`config.mk`:
```
export PLATFORM = sky130hd
export DESIGN_NAME = ordered_list_table
export DESIGN_NICKNAME = d
export VERILOG_FILES = /design/src/sv/olt_pkg.sv /design/src/sv/ordered_list_table.sv
export SDC_FILE = /design/constraint.sdc
export NUM_CORES = 2
export LEC_CHECK = 0
export ABC_AREA = 1
export BUFFER_PORTS_ARGS = -buffer_cell sky130_fd_sc_hd__buf_2
export CELL_PAD_IN_SITES_DETAIL_PLACEMENT = 1
export CELL_PAD_IN_SITES_GLOBAL_PLACEMENT = 1
export CORE_UTILIZATION = 45
export DETAILED_ROUTE_END_ITERATION = 12
export PLACE_DENSITY_LB_ADDON = 0.1
export SLEW_MARGIN = 15
export SYNTH_ARGS = -nofsm -noshare
export SYNTH_HDL_FRONTEND = slang
export SYNTH_SLANG_ARGS = --single-unit
```
`constraint.sdc`:
```
create_clock -name i_clk -period 8.76 [get_ports i_clk]
set_input_delay 0.438 -clock i_clk [delete_from_list [all_inputs] [get_ports i_clk]]
set_output_delay 0.438 -clock i_clk [all_outputs]
set_load 0.005 [all_outputs]
```
`src/sv/olt_pkg.sv`:
```
// ----------------------------------------------------------------------------
// olt_pkg: shared constants for the ordered list table
// field widths, operation codes and the default list depth
// ----------------------------------------------------------------------------
package olt_pkg;

    // default number of list entries
    localparam int DEPTH_DEF = 64;

    // request and result field widths
    localparam int OP_W   = 3;
    localparam int POS_W  = 7;
    localparam int WORD_W = 32;
    localparam int CNT_W  = 7;

    // packed stream widths, padded to whole bytes
    localparam int IN_DATA_W  = 40;
    localparam int OUT_DATA_W = 48;

    // operation codes
    localparam logic [OP_W-1:0] OP_APPEND       = 3'd0;
    localparam logic [OP_W-1:0] OP_INSERT       = 3'd1;
    localparam logic [OP_W-1:0] OP_REMOVE       = 3'd2;
    localparam logic [OP_W-1:0] OP_READ         = 3'd3;
    localparam logic [OP_W-1:0] OP_CLEAR        = 3'd4;
    localparam logic [OP_W-1:0] OP_REMOVE_VALUE = 3'd5;

    // result status codes
    localparam logic STATUS_OK  = 1'b0;
    localparam logic STATUS_ERR = 1'b1;

endpackage

```
`src/sv/ordered_list_table.sv`:
```
// insert and remove move one entry at a time through the single read/write port
//   pair of the entry memory; a search compares one entry at a time
// throughput: one request at a time; the next is taken once the result has been taken
// reset: synchronous active-low reset empties the list; memory contents are not cleared
// ----------------------------------------------------------------------------
// ordered_list_table: ordered list of up to DEPTH 32-bit words
// append, insert, remove at index, read, clear and remove by value, each
// request giving one result with status, placement, read word and count
// ----------------------------------------------------------------------------
module ordered_list_table #(
    parameter int DEPTH = olt_pkg::DEPTH_DEF
) (
    input  logic                           i_clk,
    input  logic                           i_rst_n,
    // request stream
    input  logic                           s_axis_tvalid,
    output logic                           s_axis_tready,
    // tdata: position[6:0], word[38:7], zero pad[39]
    input  logic [olt_pkg::IN_DATA_W-1:0]  s_axis_tdata,
    // tuser: op[2:0]
    input  logic [olt_pkg::OP_W-1:0]       s_axis_tuser,
    // result stream
    output logic                           m_axis_tvalid,
    input  logic                           m_axis_tready,
    // tdata: placed_at[6:0], read_word[38:7], count[45:39], zero pad[47:46]
    output logic [olt_pkg::OUT_DATA_W-1:0] m_axis_tdata,
    // tuser: status[0]
    output logic                           m_axis_tuser
);
    import olt_pkg::*;

    localparam int AW = (DEPTH > 1) ? $clog2(DEPTH) : 1;
    localparam int LW = $clog2(DEPTH + 1);
    localparam int CW = (LW > POS_W) ? LW : POS_W;
    localparam logic [LW-1:0] LEN_FULL = LW'(DEPTH);

    // sequencer states
    typedef enum logic [9:0] {
        S_IDLE     = 10'b00_0000_0001,
        S_UP_RD    = 10'b00_0000_0010,
        S_UP_WR    = 10'b00_0000_0100,
        S_DN_RD    = 10'b00_0000_1000,
        S_DN_WR    = 10'b00_0001_0000,
        S_FIND_RD  = 10'b00_0010_0000,
        S_FIND_CMP = 10'b00_0100_0000,
        S_READ_RD  = 10'b00_1000_0000,
        S_READ_CAP = 10'b01_0000_0000,
        S_OUT      = 10'b10_0000_0000
    } t_state;

    t_state              r_state, n_state;
    logic [LW-1:0]       r_len, n_len;
    logic [LW-1:0]       r_idx, n_idx;
    logic [AW-1:0]       r_at, n_at;
    logic [WORD_W-1:0]   r_word, n_word;
    logic                r_status, n_status;
    logic [POS_W-1:0]    r_placed, n_placed;
    logic [WORD_W-1:0]   r_rdword, n_rdword;

    // entry memory, one write and one registered read per cycle
    logic [WORD_W-1:0]   r_mem [DEPTH];
    logic [WORD_W-1:0]   r_mem_q;
    logic                w_we;
    logic [AW-1:0]       w_waddr;
    logic [WORD_W-1:0]   w_wdata;
    logic [AW-1:0]       w_raddr;

    // request fields
    logic [OP_W-1:0]     w_op;
    logic [POS_W-1:0]    w_pos;
    logic [WORD_W-1:0]   w_in_word;
    logic [CW-1:0]       w_pos_x;
    logic [CW-1:0]       w_len_x;
    logic [CW-1:0]       w_at_x;
    logic [CW-1:0]       w_cnt_x;
    logic [LW-1:0]       w_idx_m1;
    logic [LW-1:0]       w_idx_p1;
    logic                w_in_fire;

    assign w_op      = s_axis_tuser;
    assign w_pos     = s_axis_tdata[POS_W-1:0];
    assign w_in_word = s_axis_tdata[POS_W+WORD_W-1:POS_W];
    assign w_pos_x   = CW'(w_pos);
    assign w_len_x   = CW'(r_len);
    assign w_idx_m1  = r_idx - 1'b1;
    assign w_idx_p1  = r_idx + 1'b1;
    assign w_in_fire = s_axis_tvalid && s_axis_tready;

    // insert point, clamped to the end of the list; append always uses the end
    assign w_at_x = ((w_op == OP_APPEND) || (w_pos_x > w_len_x)) ? w_len_x : w_pos_x;

    // handshake and result packing
    assign s_axis_tready = (r_state == S_IDLE) && i_rst_n;
    assign m_axis_tvalid = (r_state == S_OUT);
    assign w_cnt_x       = CW'(r_len);
    assign m_axis_tdata  = {2'b00, w_cnt_x[CNT_W-1:0], r_rdword, r_placed};
    assign m_axis_tuser  = r_status;

    // sequencer next state and memory port control
    always_comb begin
        n_state  = r_state;
        n_len    = r_len;
        n_idx    = r_idx;
        n_at     = r_at;
        n_word   = r_word;
        n_status = r_status;
        n_placed = r_placed;
        n_rdword = r_rdword;
        w_we     = 1'b0;
        w_waddr  = r_at;
        w_wdata  = r_word;
        w_raddr  = r_idx[AW-1:0];

        unique case (r_state)
            S_IDLE: begin
                if (w_in_fire) begin
                    n_status = STATUS_OK;
                    n_placed = '0;
                    n_rdword = '0;
                    n_state  = S_OUT;
                    unique case (w_op) inside
                        OP_APPEND, OP_INSERT: begin
                            if (r_len == LEN_FULL) begin
                                n_status = STATUS_ERR;
                            end else begin
                                n_at     = w_at_x[AW-1:0];
                                n_placed = w_at_x[POS_W-1:0];
                                n_idx    = r_len;
                                n_word   = w_in_word;
                                n_state  = S_UP_RD;
                            end
                        end
                        OP_REMOVE: begin
                            if (w_pos_x >= w_len_x) begin
                                n_status = STATUS_ERR;
                            end else begin
                                n_idx   = w_pos_x[LW-1:0];
                                n_state = S_DN_RD;
                            end
                        end
                        OP_READ: begin
                            if (w_pos_x >= w_len_x) begin
                                n_status = STATUS_ERR;
                            end else begin
                                n_idx   = w_pos_x[LW-1:0];
                                n_state = S_READ_RD;
                            end
                        end
                        OP_CLEAR: begin
                            n_len = '0;
                        end
                        OP_REMOVE_VALUE: begin
                            if (w_in_word == '0) begin
                                n_status = STATUS_ERR;
                            end else begin
                                n_idx   = '0;
                                n_word  = w_in_word;
                                n_state = S_FIND_RD;
                            end
                        end
                        default: begin
                            n_status = STATUS_ERR;
                        end
                    endcase
                end
            end
            // move entries up from the end down to the insert point, then place the word
            S_UP_RD: begin
                if (r_idx > LW'(r_at)) begin
                    w_raddr = w_idx_m1[AW-1:0];
                    n_state = S_UP_WR;
                end else begin
                    w_we    = 1'b1;
                    w_waddr = r_at;
                    w_wdata = r_word;
                    n_len   = r_len + 1'b1;
                    n_state = S_OUT;
                end
            end
            S_UP_WR: begin
                w_we    = 1'b1;
                w_waddr = r_idx[AW-1:0];
                w_wdata = r_mem_q;
                n_idx   = w_idx_m1;
                n_state = S_UP_RD;
            end
            // move later entries down over the removed one
            S_DN_RD: begin
                if (w_idx_p1 < r_len) begin
                    w_raddr = w_idx_p1[AW-1:0];
                    n_state = S_DN_WR;
                end else begin
                    n_len   = r_len - 1'b1;
                    n_state = S_OUT;
                end
            end
            S_DN_WR: begin
                w_we    = 1'b1;
                w_waddr = r_idx[AW-1:0];
                w_wdata = r_mem_q;
                n_idx   = w_idx_p1;
                n_state = S_DN_RD;
            end
            // linear search for the first matching entry
            S_FIND_RD: begin
                if (r_idx < r_len) begin
                    w_raddr = r_idx[AW-1:0];
                    n_state = S_FIND_CMP;
                end else begin
                    n_state = S_OUT;
                end
            end
            S_FIND_CMP: begin
                if (r_mem_q == r_word) begin
                    n_state = S_DN_RD;
                end else begin
                    n_idx   = w_idx_p1;
                    n_state = S_FIND_RD;
                end
            end
            // indexed read
            S_READ_RD: begin
                w_raddr = r_idx[AW-1:0];
                n_state = S_READ_CAP;
            end
            S_READ_CAP: begin
                n_rdword = r_mem_q;
                n_state  = S_OUT;
            end
            // hold the result until taken
            S_OUT: begin
                if (m_axis_tready) begin
                    n_state = S_IDLE;
                end
            end
            default: begin
                n_state = S_IDLE;
            end
        endcase
    end

    // control registers
    always_ff @(posedge i_clk) begin
        if (!i_rst_n) begin
            r_state <= S_IDLE;
            r_len   <= '0;
        end else begin
            r_state <= n_state;
            r_len   <= n_len;
        end
    end

    // working and result registers
    always_ff @(posedge i_clk) begin
        r_idx    <= n_idx;
        r_at     <= n_at;
        r_word   <= n_word;
        r_status <= n_status;
        r_placed <= n_placed;
        r_rdword <= n_rdword;
    end

    // entry memory
    always_ff @(posedge i_clk) begin
        if (w_we) begin
            r_mem[w_waddr] <= w_wdata;
        end
        r_mem_q <= r_mem[w_raddr];
    end

    // list never grows past its depth
    a_len_bound: assert property (@(posedge i_clk) disable iff (!i_rst_n)
        r_len <= LEN_FULL)
        else $error("list length above depth");

    // no request is taken while a result is pending
    a_one_at_a_time: assert property (@(posedge i_clk) disable iff (!i_rst_n)
        !(s_axis_tready && m_axis_tvalid))
        else $error("request ready while result pending");

    // clear empties the list at once
    a_clear: assert property (@(posedge i_clk) disable iff (!i_rst_n)
        (w_in_fire && (w_op == OP_CLEAR)) |=> (r_len == '0))
        else $error("clear did not empty the list");

    // length moves by one entry or drops to zero
    a_len_step: assert property (@(posedge i_clk) disable iff (!i_rst_n)
        (r_len != $past(r_len)) |->
            ((r_len == $past(r_len) + 1'b1) || (r_len == $past(r_len) - 1'b1)
             || (r_len == '0)))
        else $error("length changed by more than one");

    // memory writes only happen while shifting or placing a word
    a_write_state: assert property (@(posedge i_clk) disable iff (!i_rst_n)
        w_we |-> ((r_state == S_UP_RD) || (r_state == S_UP_WR) || (r_state == S_DN_WR)))
        else $error("memory write outside a shift");

endmodule

```
==> impl_metrics.ini <==
[worst_setup_path]
arrival_ns = 6.72
crit_required_ns = 9.48
cp_max_fo = 34
critPathLaunchType = flop
ff2ff_path_depth = 18
reg2reg_from = r_idx[0]$_DFFE_PP_
worstSetupPathType = flop to flop
r2r_slack_ns = 2.76
r2r_end = r_mem_q[22]$_DFF_P_
crit_path_end_kind = flop

[routing]
antenna_left = 0
drc = 0
vias = 68300
vias_per_cell = 5.82
routed_wl_um = 320000
drt_pass1_iterations = 6
wl_per_cell_um = 27.2
drtIter0Drc = 7356

[pwr]
vdd_drop_max_v = 0.000218
combPwrFrac_pct = 17.0
leakagePower_nw = 41.7
switching_share_pct = 29.4
p_switching_w = 0.00758
p_seq_share_pct = 45.7
p_per_area_mw_per_mm2 = 237
pwr-share-clk_pct = 37.3
power.internal_w = 0.0182

[placed_design]
place_hpwl_um = 165000
placed_area_mm2 = 0.101
port_buffers = 94
dp.cells = 11300
gp_congestion = 0.831

[clock_network]
clock-root-buffer = clkbuf_16
cts_resized = 0
cts_inserted_buffers = 229
cts_buffer_depth = 3
clk_latency_ns = 0.89
htreeDepth = 4
cts_sinks = 2182
cts_tree = done
clk_pin_slew_worst_paths_ns = 0.06

[worst_hold_path]
min-delay-start = s_axis_tdata[0]
whs_path_depth = 3
min_path_type = input port to flop
min_to = r_at[0]$_DFFE_PP_

[timing]
rsz0062_at_grt = false
worstMarginPinSlew_ns = 1.22
fin_crit_sh_pct = 68.5
fin_setup_tns_ns = 0
setup_viol = 0
maxSlewHeadroom_pct = 18.2
max_freq_mhz = 167
holdWs_ns = 0.0671
hold_violations = 0
slew_violations = 0
skew_ns = 0.0277
fin_crit_ns = 6.00

[yosys]
synth_seq_area_share_pct = 67.2
synth.distinct_cells = 49
yosys_register_bits = 2182
synth_flop_cell = edfxtp_1
synth_edf_count = 2133
syn-instance-count = 8727
avgSynthCellArea_um2 = 11.1
syn_area_mm2 = 0.0967
async_reset_ff_share_pct = 0
ys_warn_count = 0

[floorplanning]
dieArea_mm2 = 0.217
initial_core_util_pct = 45.5
die_y_um = 466
io_pins = 98
die_w_um = 466
rows = 169
core_area_mm2 = 0.213

[cells_and_area]
layout-drive-gt1-share_pct = 8.21
final_cell_count_no_fill = 11700
finalNetCount = 8795
syn_to_final_growth_pct = 12.2
finish.utilization_pct = 51.0
n_fill_cell = 22300
stdcell_area_mm2 = 0.109

[grt]
grt_start_max_net_pins = 165
grt_usage_pct = 29.2
grt_overflow = 0
grt_antenna_before_repair = 13
grt_pass1_vias = 69900
grt_first_pass_wirelength_um = 465000

[job]
drv_cap = 0

[status]
status = complete, no violations
-- per-layer routing --
layer,part of all wire (%),track usage [%],up-vias,routed length (um)
met3,7.2,3.62,483,23100
met4,2.8,9.07,4,9010
li1,-,-,30000,-
met5,0.011,0,-,34
met1,43,41.3,35300,139000
met2,46,47.1,2481,149000
-- registers in the layout (all words and copies together), names as in the netlist --
| register | flops |
|---|---|
| r_mem | 2048 |
| r_mem_q | 32 |
| r_rdword | 32 |
| r_word | 32 |
| r_state | 10 |
| r_idx | 7 |
| r_len | 7 |
| r_placed | 7 |
| r_at | 6 |
| m_axis_tuser | 1 |
-- cell usage after synthesis (9+ instances only) --
master       n  area (um2)
a21oi_1     25         125
buf_1       30         113
buf_2      381        1910
buf_4       10        75.1
clkbuf_1   147         552
dfxtp_1     49         981
edfxtp_1  2133       64100
ha_1        32         400
inv_1     1257        4720
inv_2        9        33.8
nand2_1   1336        5010
nand3_1   2211       11100
nand3b_1   765        5740
nand4_1     16         100
nor2_1     140         526
nor3_1      11        55.1
nor4_1      19         119
o21ai_0     54         270
xnor2_1     33         289
xor2_1      10        87.6
-- worst max-delay path, cell delays in order, from the launching register on --
cell and delay, ns:
edfxtp_1 0.57, ha_1 0.25, nand3_1 0.13, nor3_1 0.22, xor2_1 0.24, ha_1 0.28, a21o_1 0.16, nor2_1 0.23
nand3_4 0.20, nand2_1 0.19, nor2_1 0.09, nor2_4 0.81, buf_4 0.66, buf_4 0.61, nand3_1 0.14, nand3_1 0.29
nand3_1 0.16, nand3_1 0.34, nand2_1 0.20
-- power groups by stage --
stage / logic, W / registers [W] / clock network, W
2_1_floorplan: 0.00260 / 0.0119 / 0
3_3_place_gp: 0.00421 / 0.0120 / 0
3_5_place_dp: 0.00430 / 0.0120 / 0
4_1_cts: 0.00434 / 0.0118 / 0.00974
5_1_grt: 0.00470 / 0.0118 / 0.0101
6_report: 0.00438 / 0.0118 / 0.00960
-- kinds of logic after synthesis --
| group | synth area share, % |
|---|---|
| fa+ha+maj | 0.435 |
| compound gates | 0.637 |
| flops | 67.2 |
| other cells | 0.00388 |
| simple gates | 23.6 |
| buf+inv | 7.68 |
| xor+xnor | 0.389 |
-- placed cells by master, fill, tap and decap left out, drive strengths merged, types with 7 or more instances in the layout --
master | Yosys | layout
nand3b | 765 | 765
nand4 | 16 | 16
nand2 | 1341 | 1341
dlygate4sd3 | 0 | 48
nor2 | 147 | 147
nand3 | 2214 | 2214
o21ai | 61 | 61
bufinv | 0 | 16
buf | 423 | 278
nor3 | 11 | 11
a21oi | 25 | 25
nor4 | 21 | 21
inv | 1266 | 1273
ha | 32 | 32
clkinv | 2 | 100
xor2 | 10 | 10
clkbuf | 147 | 306
xnor2 | 33 | 33
edfxtp | 2133 | 2133
diode | 0 | 7
dfxtp | 49 | 49
-- stage by stage --
step | setup WS, ns | total power, W
final | 2.76 | 0.0258
after global routing | 2.63 | 0.0266
after CTS | 2.81 | 0.0259
after detailed placement | 2.85 | 0.0163
after global placement | 2.95 | 0.0162
after floorplan | 3.37 | 0.0145
-- worst max-delay path by stage --
| stage | start | end |
|---|---|---|
| 6_report | r_idx[0]$_DFFE_PP_ | r_mem_q[22]$_DFF_P_ |
| 2_1_floorplan | r_state[9]$_SDFFE_PN0P_ | r_mem[42][0]$_DFFE_PP_ |
| 4_1_cts | r_idx[0]$_DFFE_PP_ | r_mem_q[22]$_DFF_P_ |
| 3_3_place_gp | r_idx[0]$_DFFE_PP_ | r_mem_q[22]$_DFF_P_ |
| 3_5_place_dp | r_idx[0]$_DFFE_PP_ | r_mem_q[22]$_DFF_P_ |
| 5_1_grt | r_idx[0]$_DFFE_PP_ | r_mem_q[22]$_DFF_P_ |
-- timing repair --
action,CTS,global route
hold buffers,48,0
endpoints found under the hold margin,47,0
buffers inserted,0,0
-- final cells by class --
class	instances	area [um2]	share of cell area (%)
flip-flops and latches	2182	65000	59.9
multi-input cells	4708	25200	23.2
clock buffers	306	6210	5.72
inverters	1268	4780	4.40
well taps	2821	3530	3.25
repair buffers	326	2680	2.47
clock inverters	124	1120	1.03
diodes	7	17.5	0.0161
(Power assumes the default switching activity.)
